$ cat src/sv/bev_pkg.sv
// Shared types, constants and a helper function for the button event auto-repeat block.
package bev_pkg;

  // Widths fixed by the fields of the interface.
  localparam int MASK_W    = 8;
  localparam int KEY_W     = 3;
  localparam int KIND_W    = 2;
  localparam int CNT_W     = 8;
  localparam int CFG_IDX_W = 2;

  // Reset values of the timing registers and of the hold countdowns.
  localparam logic [CNT_W-1:0] DELAY_RESET  = 8'd10;
  localparam logic [CNT_W-1:0] REPEAT_RESET = 8'd4;

  // Register indexes on the configuration port.
  localparam logic [CFG_IDX_W-1:0] REG_INIT_DELAY      = 2'd0;
  localparam logic [CFG_IDX_W-1:0] REG_REPEAT_INTERVAL = 2'd1;

  // Event kind codes.
  localparam logic [KIND_W-1:0] KIND_UP    = 2'd0;
  localparam logic [KIND_W-1:0] KIND_DOWN  = 2'd1;
  localparam logic [KIND_W-1:0] KIND_PRESS = 2'd2;

  // Sequencer states.
  typedef enum logic [1:0] {
    ST_IDLE,
    ST_STEP,
    ST_EMIT
  } state_t;

  // Result of one pass through the countdown unit.
  typedef struct packed {
    logic             wen;
    logic             rpt_due;
    logic [CNT_W-1:0] next_cd;
  } cd_upd_t;

  // A timing register that holds zero behaves as one.
  function automatic logic [CNT_W-1:0] load_value(input logic [CNT_W-1:0] reg_val);
    load_value = (reg_val == '0) ? CNT_W'(1) : reg_val;
  endfunction

endpackage

$ cat src/sv/bev_cd_unit.sv
// Shared countdown unit: decrement, initial load, repeat detection and reload for one button.
module bev_cd_unit (
  input  logic [bev_pkg::CNT_W-1:0] cd,
  input  logic                      held,
  input  logic                      pressed,
  input  logic [bev_pkg::CNT_W-1:0] init_ticks,
  input  logic [bev_pkg::CNT_W-1:0] repeat_ticks,
  output bev_pkg::cd_upd_t          upd
);

  logic [bev_pkg::CNT_W-1:0] dec_cd;
  logic [bev_pkg::CNT_W-1:0] loaded_cd;
  logic                      rpt;

  // A held button counts down; a new press loads the initial delay.
  always_comb begin
    dec_cd    = (held && (cd != '0)) ? (cd - bev_pkg::CNT_W'(1)) : cd;
    loaded_cd = pressed ? bev_pkg::load_value(init_ticks) : dec_cd;
    rpt       = (loaded_cd == '0);
  end

  // An expired countdown fires a repeat and reloads with the repeat interval.
  always_comb begin
    upd.rpt_due = rpt;
    upd.next_cd = rpt ? bev_pkg::load_value(repeat_ticks) : loaded_cd;
    upd.wen     = held || pressed || rpt;
  end

endmodule

$ cat src/sv/bev_cd_bank.sv
// Hold countdown storage for all buttons, with a per-button flag for a repeat due next tick.
module bev_cd_bank #(
  parameter int DEPTH = 8,
  parameter int IDX_W = 3
) (
  input  logic                      clk,
  input  logic                      rst_n,
  input  logic [IDX_W-1:0]          rd_idx,
  output logic [bev_pkg::CNT_W-1:0] rd_cd,
  input  logic                      wr_en,
  input  logic [IDX_W-1:0]          wr_idx,
  input  logic [bev_pkg::CNT_W-1:0] wr_cd,
  output logic [DEPTH-1:0]          due
);

  logic [bev_pkg::CNT_W-1:0] cd_r [DEPTH];
  logic [DEPTH-1:0]          due_r;

  // Countdowns start at the reset delay; a countdown of one expires on the next held tick.
  always_ff @(posedge clk) begin
    if (!rst_n) begin
      for (int i = 0; i < DEPTH; i++) begin
        cd_r[i] <= bev_pkg::DELAY_RESET;
      end
      due_r <= '0;
    end else if (wr_en) begin
      cd_r[wr_idx]  <= wr_cd;
      due_r[wr_idx] <= (wr_cd == bev_pkg::CNT_W'(1));
    end
  end

  assign rd_cd = cd_r[rd_idx];
  assign due   = due_r;

  // A written countdown is never left at zero.
  a_no_zero_write: assert property (@(posedge clk) disable iff (!rst_n)
    wr_en |=> cd_r[$past(wr_idx)] != '0)
    else $error("countdown written as zero");

  // The due flag tracks the stored countdown.
  a_due_match: assert property (@(posedge clk) disable iff (!rst_n)
    wr_en |=> due_r[$past(wr_idx)] == (cd_r[$past(wr_idx)] == bev_pkg::CNT_W'(1)))
    else $error("due flag out of step with countdown");

endmodule

$ cat src/sv/button_event_autorepeat_unit.sv
// Top level: tick acceptance, button sequencer, configuration registers and result register.
// The first event of a tick passes the step and emit states before it is registered on
// the output, after a step through each quiet button ahead of the first that emits.
// A tick holds the block in the step state once per active button and in the emit state
// once per event, and a new tick is accepted only back in idle; the emit state waits
// while the output is stalled. Buttons share the single countdown unit.
// Reset: timing registers to 10 and 4, previous mask to zero, all countdowns to 10.
module button_event_autorepeat_unit #(
  parameter int NUM_BUTTONS = 8
) (
  input  logic                          clk,
  input  logic                          rst_n,
  input  logic                          in_valid,
  output logic                          in_ready,
  input  logic [bev_pkg::MASK_W-1:0]    in_button_mask,
  output logic                          out_valid,
  input  logic                          out_ready,
  output logic [bev_pkg::KEY_W-1:0]     out_key_index,
  output logic [bev_pkg::KIND_W-1:0]    out_event_kind,
  output logic                          out_last_event,
  input  logic                          cfg_valid,
  output logic                          cfg_ready,
  input  logic [bev_pkg::CFG_IDX_W-1:0] cfg_index,
  input  logic [bev_pkg::CNT_W-1:0]     cfg_data
);

  // Buttons beyond the mask width never change and never emit.
  localparam int ACTIVE = (NUM_BUTTONS < bev_pkg::MASK_W) ? NUM_BUTTONS : bev_pkg::MASK_W;
  localparam int IDX_W  = (ACTIVE > 1) ? $clog2(ACTIVE) : 1;
  localparam logic [IDX_W-1:0] LAST_IDX = IDX_W'(ACTIVE - 1);

  bev_pkg::state_t state_r, state_nxt;

  logic [bev_pkg::CNT_W-1:0]  init_r, rep_r;
  logic [bev_pkg::MASK_W-1:0] prev_r;
  logic [ACTIVE-1:0]          rel_r, prs_r, held_r, pend_r;
  logic [IDX_W-1:0]           idx_r, idx_nxt;
  logic [bev_pkg::KIND_W-1:0] k0_r, k0_nxt, k1_r, k1_nxt;
  logic [1:0]                 cnt_r, cnt_nxt;
  logic                       sel_r, sel_nxt;

  logic                       out_valid_r;
  logic [bev_pkg::KEY_W-1:0]  out_key_r;
  logic [bev_pkg::KIND_W-1:0] out_kind_r;
  logic                       out_last_r;

  logic                      in_fire, out_fire, out_free;
  logic [ACTIVE-1:0]         now_v, prev_v, due_v;
  logic [bev_pkg::CNT_W-1:0] rd_cd;
  bev_pkg::cd_upd_t          upd;
  logic                      rest_any, button_done, load_out, cd_wen, at_last;

  assign in_ready  = (state_r == bev_pkg::ST_IDLE);
  assign cfg_ready = 1'b1;
  assign in_fire   = in_valid && in_ready;
  assign out_fire  = out_valid_r && out_ready;
  assign out_free  = !out_valid_r || out_ready;

  assign now_v  = in_button_mask[ACTIVE-1:0];
  assign prev_v = prev_r[ACTIVE-1:0];

  // Countdown storage and the shared countdown unit.
  bev_cd_bank #(
    .DEPTH(ACTIVE),
    .IDX_W(IDX_W)
  ) u_bank (
    .clk   (clk),
    .rst_n (rst_n),
    .rd_idx(idx_r),
    .rd_cd (rd_cd),
    .wr_en (cd_wen),
    .wr_idx(idx_r),
    .wr_cd (upd.next_cd),
    .due   (due_v)
  );

  bev_cd_unit u_unit (
    .cd          (rd_cd),
    .held        (held_r[idx_r]),
    .pressed     (prs_r[idx_r]),
    .init_ticks  (init_r),
    .repeat_ticks(rep_r),
    .upd         (upd)
  );

  // Any button above the current one still has events for this tick.
  always_comb begin
    rest_any = 1'b0;
    for (int j = 0; j < ACTIVE; j++) begin
      if (pend_r[j] && (IDX_W'(j) > idx_r)) begin
        rest_any = 1'b1;
      end
    end
  end

  assign button_done = (cnt_r == 2'd1) || sel_r;
  assign at_last     = (idx_r == LAST_IDX);

  // Next state.
  always_comb begin
    state_nxt = state_r;
    case (state_r)
      bev_pkg::ST_IDLE: begin
        if (in_fire) begin
          state_nxt = bev_pkg::ST_STEP;
        end
      end
      bev_pkg::ST_STEP: begin
        if (rel_r[idx_r] || prs_r[idx_r] || upd.rpt_due) begin
          state_nxt = bev_pkg::ST_EMIT;
        end else if (at_last) begin
          state_nxt = bev_pkg::ST_IDLE;
        end
      end
      bev_pkg::ST_EMIT: begin
        if (out_free && button_done) begin
          state_nxt = at_last ? bev_pkg::ST_IDLE : bev_pkg::ST_STEP;
        end
      end
      default: state_nxt = bev_pkg::ST_IDLE;
    endcase
  end

  // Sequencer outputs: button index, event slots and strobes.
  always_comb begin
    idx_nxt  = idx_r;
    k0_nxt   = k0_r;
    k1_nxt   = k1_r;
    cnt_nxt  = cnt_r;
    sel_nxt  = sel_r;
    load_out = 1'b0;
    cd_wen   = 1'b0;
    case (state_r)
      bev_pkg::ST_IDLE: begin
        if (in_fire) begin
          idx_nxt = '0;
        end
      end
      bev_pkg::ST_STEP: begin
        cd_wen  = upd.wen;
        sel_nxt = 1'b0;
        if (rel_r[idx_r]) begin
          cnt_nxt = 2'd1;
          k0_nxt  = bev_pkg::KIND_UP;
        end else if (prs_r[idx_r]) begin
          cnt_nxt = 2'd2;
          k0_nxt  = bev_pkg::KIND_DOWN;
          k1_nxt  = bev_pkg::KIND_PRESS;
        end else if (upd.rpt_due) begin
          cnt_nxt = 2'd1;
          k0_nxt  = bev_pkg::KIND_PRESS;
        end else begin
          cnt_nxt = 2'd0;
          if (!at_last) begin
            idx_nxt = idx_r + IDX_W'(1);
          end
        end
      end
      bev_pkg::ST_EMIT: begin
        if (out_free) begin
          load_out = 1'b1;
          if (button_done) begin
            if (!at_last) begin
              idx_nxt = idx_r + IDX_W'(1);
            end
          end else begin
            sel_nxt = 1'b1;
          end
        end
      end
      default: ;
    endcase
  end

  // Control registers.
  always_ff @(posedge clk) begin
    if (!rst_n) begin
      state_r     <= bev_pkg::ST_IDLE;
      idx_r       <= '0;
      cnt_r       <= 2'd0;
      sel_r       <= 1'b0;
      out_valid_r <= 1'b0;
      prev_r      <= '0;
      init_r      <= bev_pkg::DELAY_RESET;
      rep_r       <= bev_pkg::REPEAT_RESET;
    end else begin
      state_r <= state_nxt;
      idx_r   <= idx_nxt;
      cnt_r   <= cnt_nxt;
      sel_r   <= sel_nxt;
      if (load_out) begin
        out_valid_r <= 1'b1;
      end else if (out_fire) begin
        out_valid_r <= 1'b0;
      end
      if (in_fire) begin
        prev_r <= in_button_mask;
      end
      if (cfg_valid && cfg_ready) begin
        case (cfg_index)
          bev_pkg::REG_INIT_DELAY:      init_r <= cfg_data;
          bev_pkg::REG_REPEAT_INTERVAL: rep_r  <= cfg_data;
          default: ;
        endcase
      end
    end
  end

  // Edge vectors of the accepted tick and the buttons that will emit.
  always_ff @(posedge clk) begin
    if (in_fire) begin
      rel_r  <= prev_v & ~now_v;
      prs_r  <= now_v & ~prev_v;
      held_r <= now_v & prev_v;
      pend_r <= (prev_v & ~now_v) | (now_v & ~prev_v) | (now_v & prev_v & due_v);
    end
  end

  // Event slots and result register payload.
  always_ff @(posedge clk) begin
    k0_r <= k0_nxt;
    k1_r <= k1_nxt;
    if (load_out) begin
      out_key_r  <= bev_pkg::KEY_W'(idx_r);
      out_kind_r <= sel_r ? k1_r : k0_r;
      out_last_r <= button_done && !rest_any;
    end
  end

  assign out_valid      = out_valid_r;
  assign out_key_index  = out_key_r;
  assign out_event_kind = out_kind_r;
  assign out_last_event = out_last_r;

  // An accepted tick starts its scan at button zero.
  a_scan_start: assert property (@(posedge clk) disable iff (!rst_n)
    in_fire |=> (state_r == bev_pkg::ST_STEP) && (idx_r == '0))
    else $error("scan did not start at button zero");

  // Emission only happens with at least one event queued for the button.
  a_emit_has_event: assert property (@(posedge clk) disable iff (!rst_n)
    (state_r == bev_pkg::ST_EMIT) |-> (cnt_r != 2'd0))
    else $error("emit state with no event queued");

  // A second event of a button only follows a new press.
  a_second_event: assert property (@(posedge clk) disable iff (!rst_n)
    (load_out && sel_r) |-> (cnt_r == 2'd2) && (k1_r == bev_pkg::KIND_PRESS))
    else $error("second event without a new press");

endmodule

$ cat config.mk
export PLATFORM = sky130hd
export DESIGN_NAME = button_event_autorepeat_unit
export DESIGN_NICKNAME = d
export VERILOG_FILES = /design/src/sv/bev_pkg.sv /design/src/sv/bev_cd_unit.sv /design/src/sv/bev_cd_bank.sv /design/src/sv/button_event_autorepeat_unit.sv
export SDC_FILE = /design/constraint.sdc
export NUM_CORES = 1
export LEC_CHECK = 0
export BUFFER_PORTS_ARGS = -buffer_cell sky130_fd_sc_hd__buf_2
export CAP_MARGIN = 0
export CORE_MARGIN = 2
export CORE_UTILIZATION = 50
export CTS_BUF_LIST = sky130_fd_sc_hd__clkbuf_4 sky130_fd_sc_hd__clkbuf_8
export DETAILED_ROUTE_END_ITERATION = 12
export PLACE_DENSITY = 0.63
export SKIP_LAST_GASP = 1
export SLEW_MARGIN = 20
export SYNTH_ARGS = -nofsm -noshare
export SYNTH_HDL_FRONTEND = slang
export SYNTH_SLANG_ARGS = --single-unit
$ cat constraint.sdc
create_clock -name clk -period 14.4 [get_ports clk]
set_input_delay 0 -clock clk [delete_from_list [all_inputs] [get_ports clk]]
set_output_delay 0 -clock clk [all_outputs]
set_load 0.02 [all_outputs]
==> qor.csv <==
metric,value,unit
status,completed,
Worst VDD drop,0.0789,mV
max-cap violations,0,
Worst Tran Pin Value,1040,ps
Num CTS Buffers,17,
commonest cells in the netlist,"edfxtp_1, nor2_1, nand2_1, dfxtp_1, inv_1",
worst-path fanout max,22,
Tightest Hold Check Type,input port to flop,
Synth top area share,0.425,
PD cells,156,nW/um^2
mean post-synth cell area,11.6,sq um
final setup fails,0,
GRT Total Usage,0.230,
Final min period,5560,ps
num rows,44,
Die H,125,um
slowest library cell on the worst path,dfxtp_1,
Post-Syn Nets,680,
Post-DRT Antenna Nets,0,
"most used cell, CP",inv_1,
worst rel slew slack,0.305,
Worst Setup Start Kind,flop,
GPL Wtd Cong,0.875,
top-count cell post-synth,edfxtp_1,
worst skew pair latency,450,ps
vias in the first global route,4970,
initial DRC count,537,
number of antenna diodes,0,
pin count of the biggest net entering global routing,37,
final number of max-transition violations,0,
Clock Path Buffers,2,
number of flops mapped to enable cells by yosys,103,
initial antenna violation count,0,
RSZ-0062 raised after global routing,false,
Starting Density,0.506,
CTS sink cnt,146,
worst-path cell chain,"mux4_2, mux2_2, inv_1, ha_1, inv_1, or4_4, o21ai_1, mux2i_1, nor4_4, a211oi_4, or4b_1, nand2_1",
hold slack,87.1,ps
Yosys warnings,0,
Post-Layout Inst Area,8100,sq um
die area,15500,sq um
1st-pass router iterations,5,
share of post-route cells with drive strength above 1,0.168,
layout filler cell count,1225,
WL final,17300,um
Ports,32,
port bufs,30,
leakage power,2.87,nW
WS Path Type,flop to flop,
number of synthesized register bits,146,
Mapped Cells,626,
CTS resizes,0,
"slowest stage delay, CP",960,ps
"top cells by area, synth","edfxtp_1, dfxtp_1, mux4_2",
Worst Path Arrival,5680,ps
Vias,5007,
Core Region,14400,sq um
gr ovfl total,0,
Worst Skew,7.16,ps
WL per Instance,20.1,um
H-tree depth,4,
Worst EP required,14520,ps
Area Overhead vs Synth,11.4,%
Final period util,0.386,
clk slew on worst S/H paths,80,ps
DR vias/cell,5.82,
final core utilization,0.564,
sequential area share after synthesis,0.544,
Post-synth ARST share,0,
f_max,180,MHz
area of the mapped netlist,7270,sq um
Synth cell types,73,
final net count,718,
Setup TNS,0,ps
hpwl dp,12500,um
die width,125,um
crit end category,flop,
post-synth top area cell,edfxtp_1,
post-CTS setup repair buffer count,0,
top_reg_cell synth,edfxtp_1,
Final Hold Fails,0,
CTS tree,yes,
drc violations,0,
CTS root buf,clkbuf_8,
dpl cell area,7490,sq um
first-pass GRT wire length,27100,um
## placed cells by master, fill, tap and decap left out, types with 10 or more instances in the layout
master | synthesis | layout
a21oi_1 | 22 | 22
buf_2 | 3 | 30
clkbuf_8 | 0 | 19
dfxtp_1 | 43 | 43
dlygate4sd3_1 | 0 | 21
edfxtp_1 | 103 | 103
ha_1 | 31 | 31
inv_1 | 32 | 32
mux2i_1 | 27 | 27
mux4_2 | 20 | 20
nand2_1 | 77 | 77
nor2_1 | 79 | 79
nor3_1 | 15 | 15
o21ai_0 | 10 | 10
## worst max-delay path, delay by kind of cell, from the launching register on
| kind | cells | cell delay (ps) |
|---|---|---|
| simple gates | 4 | 1380 |
| fa+ha+maj | 1 | 190 |
| compound gates | 2 | 1060 |
| buf+inv | 2 | 250 |
| mux | 3 | 1380 |
| flops | 1 | 960 |
## final cells by class
cell class	count	area, sq um	area share
clock buffer	20	269	0.0332
inverter	34	128	0.0157
multi-input combinational	410	3030	0.374
clock inverter	12	103	0.0127
timing repair buffer	55	390	0.0482
tap	184	230	0.0284
sequential	146	3950	0.488
## metal layers
metal,global-route usage,vias to the layer above,share of wire
met5,0,-,0
met4,0.0919,0,0.028
met3,0.0498,34,0.044
met2,0.382,156,0.49
met1,0.296,2454,0.44
li1,-,2363,-
## flip-flops by register name, indices dropped and copies added, names as in the netlist, named ones only
name            cells
cnt_r               2
held_r              8
idx_r               3
init_r              8
k0_r                2
out_event_kind      2
out_key_index       3
out_last_event      1
out_valid           1
pend_r              7
prev_r              8
prs_r               8
rel_r               8
rep_r               8
sel_r               1
state_r             2
u_bank.cd_r        64
u_bank.due          7
## per-stage QoR
step / cells / setup WS, ps / total power [mW]
after floorplan: 626 / 9660 / 0.842
after global placement: 808 / 8860 / 0.944
after detailed placement: 808 / 8650 / 0.949
after CTS: 861 / 8620 / 1.26
after global routing: 861 / 8420 / 1.33
final: 861 / 8840 / 1.26
## kinds of logic after synthesis
kind of cell,after synthesis,share of synthesized area
DFF,146,0.544
other,1,0.000516
muxes,55,0.112
xor gates and xnor gates,2,0.00241
and+or+nand+nor,231,0.150
buffers and inverters,70,0.0439
AOI/OAI and AO/OA,90,0.0948
adders and majority gates,31,0.0533
## where the power goes
group	switching, mW	internal (mW)	total, mW	leakage, nW
Clock	0.158	0.148	0.307	0.198
Sequential	0.0422	0.508	0.551	1.33
Combinational	0.271	0.134	0.406	1.34
Total	0.472	0.791	1.26	2.87
## worst paths after layout
path / start / to / slack (ps) / cells past startpoint
max: flop / u_bank.cd_r[0][2] / 8840 / 12
min: cfg_index[1] / init_r[7] / 90 / 5
max reg2reg: flop / u_bank.cd_r[0][2] / 8840 / 12
min reg2reg: prev_r[0] / prev_r[0] / 480 / 2
## timing repair
action                                  CTS  global route
endpoints found under the setup margin    0             0
hold endpoints to repair                 51             0
hold buffers                             21             0
Power figures use the tool's default switching activity.
